[src/rtl/tmd_pkg.sv]
// Shared types and constants for the timestamp minute difference unit.
// Holds field widths, calendar constants, the month table and the stage-load struct.
// No dependencies.
package tmd_pkg;

  // Field widths
  localparam int YEAR_W   = 12;
  localparam int MONTH_W  = 4;
  localparam int DAY_W    = 5;
  localparam int HOUR_W   = 5;
  localparam int MINUTE_W = 6;
  localparam int RESULT_W = 32;

  // Internal widths
  localparam int QUOT_W    = 6;   // year / 100, at most 40
  localparam int CUM_W     = 9;   // days before a month, at most 365
  localparam int HM_W      = 11;  // hour * 60 + minute, at most 1923
  localparam int LEAPS_W   = 11;  // leap days before a year
  localparam int DAYS_W    = 21;  // absolute day count
  localparam int PROD100_W = 25;  // year times the 1/100 reciprocal

  // Number of valid stages, output register included
  localparam int NUM_STAGES = 4;

  // Calendar constants
  localparam logic [8:0]  DAYS_PER_YEAR  = 9'd365;
  localparam logic [10:0] MIN_PER_DAY    = 11'd1440;
  localparam logic [5:0]  MIN_PER_HOUR   = 6'd60;
  localparam logic [6:0]  YEARS_PER_CENT = 7'd100;

  // floor(x / 100) == (x * RECIP100) >> RECIP_SHIFT for any 12-bit x
  localparam logic [12:0] RECIP100    = 13'd5243;
  localparam int          RECIP_SHIFT = 19;

  // Saturation bounds of the result
  localparam logic signed [RESULT_W:0] RESULT_MAX = 33'sd1600000000;
  localparam logic signed [RESULT_W:0] RESULT_MIN = -33'sd1600000000;

  // Month code for March; months from here on follow February
  localparam logic [MONTH_W-1:0] MONTH_MAR = 4'd3;

  // Load enables of the pipeline stages
  typedef struct packed {
    logic s1;
    logic s2;
    logic s3;
    logic out;
  } tmd_adv_t;

  // Days in all months before the given month of a common year.
  // Month zero counts no months, months above twelve count the whole year.
  function automatic logic [CUM_W-1:0] cum_days(input logic [MONTH_W-1:0] month);
    logic [CUM_W-1:0] days;
    case (month)
      4'd0:    days = 9'd0;
      4'd1:    days = 9'd0;
      4'd2:    days = 9'd31;
      4'd3:    days = 9'd59;
      4'd4:    days = 9'd90;
      4'd5:    days = 9'd120;
      4'd6:    days = 9'd151;
      4'd7:    days = 9'd181;
      4'd8:    days = 9'd212;
      4'd9:    days = 9'd243;
      4'd10:   days = 9'd273;
      4'd11:   days = 9'd304;
      4'd12:   days = 9'd334;
      default: days = 9'd365;
    endcase
    return days;
  endfunction

endpackage

[src/rtl/tmd_pipe_ctrl.sv]
// Valid tracking and load control for the four-stage pipeline.
// Depends on tmd_pkg for the stage count and the load-enable struct.
module tmd_pipe_ctrl
  import tmd_pkg::*;
(
  input  logic     clk_i,
  input  logic     rst_ni,
  input  logic     in_valid_i,
  output logic     in_stall_o,
  output logic     out_valid_o,
  input  logic     out_stall_i,
  output tmd_adv_t adv_o
);

  logic [NUM_STAGES-1:0] valid_q;
  logic [NUM_STAGES-1:0] valid_d;
  logic [NUM_STAGES-1:0] adv;

  // Advance a stage when it is empty or the next one advances
  always_comb begin
    adv[NUM_STAGES-1] = !valid_q[NUM_STAGES-1] || !out_stall_i;
    for (int k = NUM_STAGES - 2; k >= 0; k--) begin
      adv[k] = !valid_q[k] || adv[k+1];
    end
  end

  // Shift valid bits along with the data; hold them where a stage is stalled
  always_comb begin
    valid_d[0] = adv[0] ? in_valid_i : valid_q[0];
    for (int k = 1; k < NUM_STAGES; k++) begin
      valid_d[k] = adv[k] ? valid_q[k-1] : valid_q[k];
    end
  end

  always_ff @(posedge clk_i or negedge rst_ni) begin
    if (!rst_ni) begin
      valid_q <= '0;
    end else begin
      valid_q <= valid_d;
    end
  end

  assign adv_o.s1    = adv[0];
  assign adv_o.s2    = adv[1];
  assign adv_o.s3    = adv[2];
  assign adv_o.out   = adv[3];
  assign in_stall_o  = !adv[0];
  assign out_valid_o = valid_q[NUM_STAGES-1];

endmodule

[src/rtl/tmd_abs_min.sv]
// Three-stage converter from one timestamp to minutes since the start of year 0.
// Depends on tmd_pkg for widths, calendar constants and the month table.
module tmd_abs_min
  import tmd_pkg::*;
(
  input  logic                clk_i,
  input  tmd_adv_t            adv_i,
  input  logic [YEAR_W-1:0]   year_i,
  input  logic [MONTH_W-1:0]  month_i,
  input  logic [DAY_W-1:0]    day_i,
  input  logic [HOUR_W-1:0]   hour_i,
  input  logic [MINUTE_W-1:0] minute_i,
  output logic [RESULT_W-1:0] minutes_o
);

  // Stage 1: reciprocal quotients, year days, month table, hour-minute sum
  logic [YEAR_W-1:0]    prev_year;
  logic [PROD100_W-1:0] prod_y;
  logic [PROD100_W-1:0] prod_p;
  logic [QUOT_W-1:0]    qy_d, qy_q;
  logic [QUOT_W-1:0]    qp_d, qp_q;
  logic [DAYS_W-1:0]    y365_d, y365_q;
  logic [CUM_W-1:0]     cum_d, cum_q;
  logic [HM_W-1:0]      hm_d, hm_q;
  logic [YEAR_W-1:0]    year_q;
  logic [YEAR_W-1:0]    prev_q;
  logic                 late_d, late_q;
  logic                 ynz_d, ynz_q;
  logic [DAY_W-1:0]     day_q;

  always_comb begin
    prev_year = year_i - YEAR_W'(1);
    prod_y    = PROD100_W'(year_i) * PROD100_W'(RECIP100);
    prod_p    = PROD100_W'(prev_year) * PROD100_W'(RECIP100);
    qy_d      = prod_y[RECIP_SHIFT +: QUOT_W];
    qp_d      = prod_p[RECIP_SHIFT +: QUOT_W];
    y365_d    = DAYS_W'(year_i) * DAYS_W'(DAYS_PER_YEAR);
    cum_d     = cum_days(month_i);
    late_d    = (month_i >= MONTH_MAR);
    ynz_d     = (year_i != '0);
    hm_d      = HM_W'(hour_i) * HM_W'(MIN_PER_HOUR) + HM_W'(minute_i);
  end

  always_ff @(posedge clk_i) begin
    if (adv_i.s1) begin
      year_q <= year_i;
      prev_q <= prev_year;
      qy_q   <= qy_d;
      qp_q   <= qp_d;
      y365_q <= y365_d;
      cum_q  <= cum_d;
      late_q <= late_d;
      ynz_q  <= ynz_d;
      day_q  <= day_i;
      hm_q   <= hm_d;
    end
  end

  // Stage 2: leap test, leap days before the year, day count
  logic                is4;
  logic                is100;
  logic                is400;
  logic                leap;
  logic [LEAPS_W-1:0]  leaps;
  logic [DAYS_W-1:0]   days_d, days_q;
  logic [HM_W-1:0]     hm2_q;

  always_comb begin
    is4   = (year_q[1:0] == 2'd0);
    is100 = ((YEAR_W'(qy_q) * YEAR_W'(YEARS_PER_CENT)) == year_q);
    is400 = is100 && (qy_q[1:0] == 2'd0);
    leap  = (is4 && !is100) || is400;
    // year 0 is leap, so every year above 0 counts it
    leaps = ynz_q ? (LEAPS_W'(prev_q[YEAR_W-1:2]) - LEAPS_W'(qp_q)
                     + LEAPS_W'(qp_q[QUOT_W-1:2]) + LEAPS_W'(1))
                  : '0;
    days_d = y365_q + DAYS_W'(leaps) + DAYS_W'(cum_q)
           + DAYS_W'(late_q && leap) + DAYS_W'(day_q);
  end

  always_ff @(posedge clk_i) begin
    if (adv_i.s2) begin
      days_q <= days_d;
      hm2_q  <= hm_q;
    end
  end

  // Stage 3: scale days to minutes and add the time of day
  logic [RESULT_W-1:0] min_d, min_q;

  assign min_d = RESULT_W'(days_q) * RESULT_W'(MIN_PER_DAY) + RESULT_W'(hm2_q);

  always_ff @(posedge clk_i) begin
    if (adv_i.s3) begin
      min_q <= min_d;
    end
  end

  assign minutes_o = min_q;

endmodule

[src/rtl/timestamp_minute_difference_unit.sv]
// Timestamp minute difference unit: signed minutes from timestamp A to timestamp B.
// Depends on tmd_pkg, tmd_pipe_ctrl and tmd_abs_min.
//
// Input channel: in_valid_i / in_stall_o carry one beat with both timestamps
// (year, month, day, hour, minute of A and of B). Output channel:
// out_valid_o / out_stall_i carry one beat with minutes_between_o, two's
// complement, saturated to +/-1600000000.
// An accepted input beat runs through three stages that convert each
// timestamp to absolute minutes (reciprocal quotients and month table,
// leap and day count, multiply by 1440), and the output register then
// takes the difference and saturates it and presents the output beat.
// Throughput is one beat per cycle while the receiver does not stall; both
// timestamps run through their own converter side by side.
// When the receiver stalls, the output beat holds and stages behind it fill
// their empty slots; in_stall_o rises only once every stage holds a beat.
// Reset clears all valid bits; the pipeline is empty and ready afterward.
module timestamp_minute_difference_unit
  import tmd_pkg::*;
(
  input  logic                       clk_i,
  input  logic                       rst_ni,
  input  logic                       in_valid_i,
  output logic                       in_stall_o,
  input  logic [YEAR_W-1:0]          year_a_i,
  input  logic [MONTH_W-1:0]         month_a_i,
  input  logic [DAY_W-1:0]           day_a_i,
  input  logic [HOUR_W-1:0]          hour_a_i,
  input  logic [MINUTE_W-1:0]        minute_a_i,
  input  logic [YEAR_W-1:0]          year_b_i,
  input  logic [MONTH_W-1:0]         month_b_i,
  input  logic [DAY_W-1:0]           day_b_i,
  input  logic [HOUR_W-1:0]          hour_b_i,
  input  logic [MINUTE_W-1:0]        minute_b_i,
  output logic                       out_valid_o,
  input  logic                       out_stall_i,
  output logic signed [RESULT_W-1:0] minutes_between_o
);

  tmd_adv_t            adv;
  logic [RESULT_W-1:0] min_a;
  logic [RESULT_W-1:0] min_b;

  tmd_pipe_ctrl u_ctrl (
    .clk_i       (clk_i),
    .rst_ni      (rst_ni),
    .in_valid_i  (in_valid_i),
    .in_stall_o  (in_stall_o),
    .out_valid_o (out_valid_o),
    .out_stall_i (out_stall_i),
    .adv_o       (adv)
  );

  tmd_abs_min u_abs_a (
    .clk_i     (clk_i),
    .adv_i     (adv),
    .year_i    (year_a_i),
    .month_i   (month_a_i),
    .day_i     (day_a_i),
    .hour_i    (hour_a_i),
    .minute_i  (minute_a_i),
    .minutes_o (min_a)
  );

  tmd_abs_min u_abs_b (
    .clk_i     (clk_i),
    .adv_i     (adv),
    .year_i    (year_b_i),
    .month_i   (month_b_i),
    .day_i     (day_b_i),
    .hour_i    (hour_b_i),
    .minute_i  (minute_b_i),
    .minutes_o (min_b)
  );

  // Subtract and clamp to the result range
  logic signed [RESULT_W:0]   diff;
  logic signed [RESULT_W:0]   sat;
  logic signed [RESULT_W-1:0] result_d, result_q;

  always_comb begin
    diff = $signed({1'b0, min_b}) - $signed({1'b0, min_a});
    if (diff > RESULT_MAX) begin
      sat = RESULT_MAX;
    end else if (diff < RESULT_MIN) begin
      sat = RESULT_MIN;
    end else begin
      sat = diff;
    end
    result_d = sat[RESULT_W-1:0];
  end

  always_ff @(posedge clk_i) begin
    if (adv.out) begin
      result_q <= result_d;
    end
  end

  assign minutes_between_o = result_q;

endmodule

[config.mk]
export PLATFORM = sky130hd
export DESIGN_NAME = timestamp_minute_difference_unit
export DESIGN_NICKNAME = d
export VERILOG_FILES = /design/src/rtl/tmd_pkg.sv /design/src/rtl/tmd_pipe_ctrl.sv /design/src/rtl/tmd_abs_min.sv /design/src/rtl/timestamp_minute_difference_unit.sv
export SDC_FILE = /design/constraint.sdc
export NUM_CORES = 2
export LEC_CHECK = 0
export CAP_MARGIN = 40
export CORE_ASPECT_RATIO = 1.75
export CORE_MARGIN = 3
export CORE_UTILIZATION = 55
export CTS_BUF_LIST = sky130_fd_sc_hd__clkbuf_4
export DETAILED_ROUTE_END_ITERATION = 6
export DONT_BUFFER_PORTS = 1
export PLACE_DENSITY = 0.7
export SLEW_MARGIN = 30
export SYNTH_ARGS = -nofsm -noshare
export SYNTH_HDL_FRONTEND = slang
export SYNTH_SLANG_ARGS = --single-unit
[constraint.sdc]
create_clock -name clk_i -period 7.4 [get_ports clk_i]
set_input_delay 0.37 -clock clk_i [delete_from_list [all_inputs] [get_ports clk_i]]
set_output_delay 0.37 -clock clk_i [all_outputs]
set_load 0.03 [all_outputs]
==> metrics.csv <==
stage,metric,value,unit
layout,fill_cells,5846,
clock_tree,numCtsBuffers,81,
clock_tree,cts_tree,built,
placed_design,dpl.hpwl,65660,um
clock_tree,h-tree-depth,3,
sta,final.setup.tns,0,ns
synth,synth.top_cell.area_share,0.2465,
synth,synth_top_cell_by_area,edfxtp_1,
sta,setup_violations,0,
setup_path,criticalPathCategory,input pin to flop,
synth,ys_seq_area_frac,0.2491,
setup_path,cp.required,8.00,ns
synth,synth-edff-count,320,
drt,totalWireLength,79910,um
sta,timing.hold.ws,0.1022,ns
grt,grt_pass1_vias,27980,
layout,finalNetCount,5008,
floorplanning,die_h,358.2,um
layout,drive_above_1_share,0.05267,
clock_tree,clk_pin_slew,0.08,ns
flow_run,drv_cap,0,
sta,report.final.slew_viol_count,0,
synth,synthXorXnorAreaFrac,0.06088,
grt,overflow,0,
sta,fin_crit_sh,0.9212,
setup_path,end_kind,flop,
synth,ys_seq_elements,324,
floorplanning,num_rows,128,
floorplanning,core,0.06999,mm^2
clock_tree,cts_post_setup_buffers_inserted,0,
clock_tree,clock_latency,0.87,ns
setup_path,critPathLaunchType,input pin,
synth,synth_top_family_by_area,adder cells,
grt,grt_usage,0.2226,
sta,min_period,6.817,ns
sta,fin_worst_skew,0.05864,ns
status,status,"complete, no violations",
clock_tree,clock-sinks,324,
drt,dr.pass1.iters,5,
placed_design,pre_cts_ws,0.4143,ns
grt,grt_max_degree,153,
sta,fin_ws,0.5829,ns
synth,synth-simple-area-share,0.06891,
sta,rsz0062_at_grt,false,
placed_design,placed_area,0.04011,mm^2
floorplanning,die_area,0.07424,mm^2
setup_path,cp_max_fo,8,
synth,synthAdderAreaFrac,0.4281,
setup_path,crit_slowest_cell,dlygate4sd3_1,
sta,fmax,146.7,MHz
synth,ys_async_sr_fraction,0.01235,
setup_path,worstPathArrival,7.42,ns
synth,synth-main-ff-cell,edfxtp_1,
drt,drcViolationCount,0,
sta,worst_pin_slew,0.9951,ns
floorplanning,die_width,207.3,um
clock_tree,root_buffer,clkbuf_4,
min_path,hold_class,input pin to flop,
drt,drt_iter0_markers,887,
synth,yosysMostFrequentCell,inv_1,
setup_path,crit_chain,"dlygate4sd3_1, inv_1, ha_1, a21boi_0, nand2_1, nor3_1, nand2_1, xnor2_1, fa_1, fa_1, inv_1, fa_1, fa_1, fa_1, inv_1, ha_1, a21oi_1, o211ai_1, a221oi_1, o21ai_0, o41a_1, a21oi_1, xor2_1",
synth,yosys-top-cells-area,"edfxtp_1 25%, ha_1 23%, fa_1 20%",
setup_path,max_stage_delay,0.64,ns
synth,synthCells,3691,
synth,ys_types,96,
setup_path,crit_top_cell,fa_1,
placed_design,portBuffers,0,
synth,synth_nets,4862,
drt,vias_per_cell,5.351,
sta,hold_viol_final,0,
floorplanning,io_pins,102,
grt,grt_pass1_wl,133800,um
synth,synth_compound_area_frac,0.09991,
placed_design,place.gp.congestion,0.8998,
drt,num_vias,25719,
drt,avgRoutedWirePerCell,16.63,um
synth,synth_warnings,0,
synth,yosys-top-cells-count,"840 x inv_1, 718 x ha_1, 385 x fa_1, 320 x edfxtp_1, 190 x xnor2_1",
layout,syn_to_final_growth,7.645,%
synth,synth_mux_area_frac,0.007510,
drt,ant_nets,0,
floorplanning,start_util,0.5570,
synth,netlist_area,0.03898,mm^2
grt,antenna_found_initial,3,
clock_tree,cts_buffer_depth,3,
layout,final_area,0.04197,mm^2
synth,avgSynthCellArea,10.56,um^2
sta,maxSlewHeadroom,0.3366,
==> cells by family after synthesis <==
logic type,after synthesis
fa+ha+maj,1103
buf+inv,876
compound gates,562
simple gates,529
flops,324
xor+xnor,271
mux,26
==> routing by layer <==
layer  share of wire  GRT usage  routed length [um]  up-vias
met5               0          0                   0        -
met4           0.047     0.1027                3745        0
met3           0.029    0.03221                2347      185
met2            0.56     0.4455               44990      374
met1            0.36     0.2247               28820    12476
li1                -          -                   -    12684
==> cells in the final DEF (no fill, tap or decap), types with 22 or more instances in the layout <==
master and n:
inv_1 839, ha_1 718, fa_1 385, edfxtp_1 320
xnor2_1 190, a21oi_1 142, nand2_1 127, nor2_1 117
clkbuf_4 102, o21ai_0 97, xor2_1 81, dlygate4sd3_1 79
a21o_1 63, nand3_1 46, nor3_1 41, o21a_1 35
nand2b_1 27, o21bai_1 26, and2_1 25, a211oi_1 25
and3_1 24, nor2b_1 23, o211ai_1 22
==> stage by stage <==
step | utilization | std cells
6_report | 0.5996 | 4806
5_1_grt | 0.5996 | 4805
2_1_floorplan | - | 3691
4_1_cts | 0.5991 | 4801
3_3_place_gp | 0.5731 | 4583
3_5_place_dp | 0.5732 | 4584
==> worst max-delay path: cells and delay by family <==
family | cells | cell delay [ns]
AO/OA/AOI/OAI | 7 | 1.79
XOR/XNOR | 2 | 0.65
adder cells (fa/ha/maj) | 7 | 3.16
buffers and inverters | 4 | 0.87
AND/OR/NAND/NOR | 3 | 0.55
==> state kept, by name (all words and copies together) (netlist names), 9 cells and up <==
name               flops
minutes_between_o     32
u_abs_a.minutes_o     32
u_abs_b.minutes_o     32
u_abs_a.days_q        21
u_abs_b.days_q        21
u_abs_a.y365_q        19
u_abs_b.y365_q        19
u_abs_a.year_q        12
u_abs_b.year_q        12
u_abs_a.hm2_q         11
u_abs_a.hm_q          11
u_abs_b.hm2_q         11
u_abs_b.hm_q          11
u_abs_a.prev_q        10
u_abs_b.prev_q        10
u_abs_a.cum_q          9
u_abs_b.cum_q          9
==> layout make-up <==
| cell class | instances | area [um^2] | share of cell area |
|---|---|---|---|
| Clock inverter | 36 | 256.5 | 0.006112 |
| Clock buffer | 102 | 765.7 | 0.01825 |
| Antenna cell | 4 | 10.01 | 0.0002385 |
| Tap cell | 910 | 1139 | 0.02713 |
| Sequential cell | 324 | 9709 | 0.2314 |
| Inverter | 840 | 3153 | 0.07513 |
| Multi-Input combinational cell | 2491 | 25960 | 0.6186 |
| Timing Repair Buffer | 99 | 973.4 | 0.02320 |
==> path summary, 6_finish.rpt <==
path                                            from                            end  slack, ns  depth (start not counted)
setup / recovery                         year_b_i[2]      u_abs_b.qp_q[5]$_DFFE_PN_       0.58                         23
hold / removal                           year_b_i[0]    u_abs_b.y365_q[2]$_DFFE_PN_       0.10                          1
setup reg to reg           u_abs_a.qy_q[1]$_DFFE_PN_   u_abs_a.days_q[19]$_DFFE_PP_       0.86                         26
hold reg to reg            u_abs_b.hm_q[6]$_DFFE_PN_     u_abs_b.hm2_q[6]$_DFFE_PP_       0.40                          0
max in group asynchronous                     rst_ni  u_ctrl.valid_q[0]$_DFFE_PN0N_       6.86                          2
min in group asynchronous                     rst_ni  u_ctrl.valid_q[3]$_DFFE_PN0P_       0.32                          2
==> what timing repair did <==
action / 4_1_cts / 5_1_grt
hold endpoints to repair: 144 / 0
endpoints found under the setup margin: 0 / 3
hold buffers: 79 / 0
resized for setup: 0 / 1
Power is left out: the tool's default activity adds up to more than one toggle a clock period on the data nets, which glitch-free logic cannot reach.
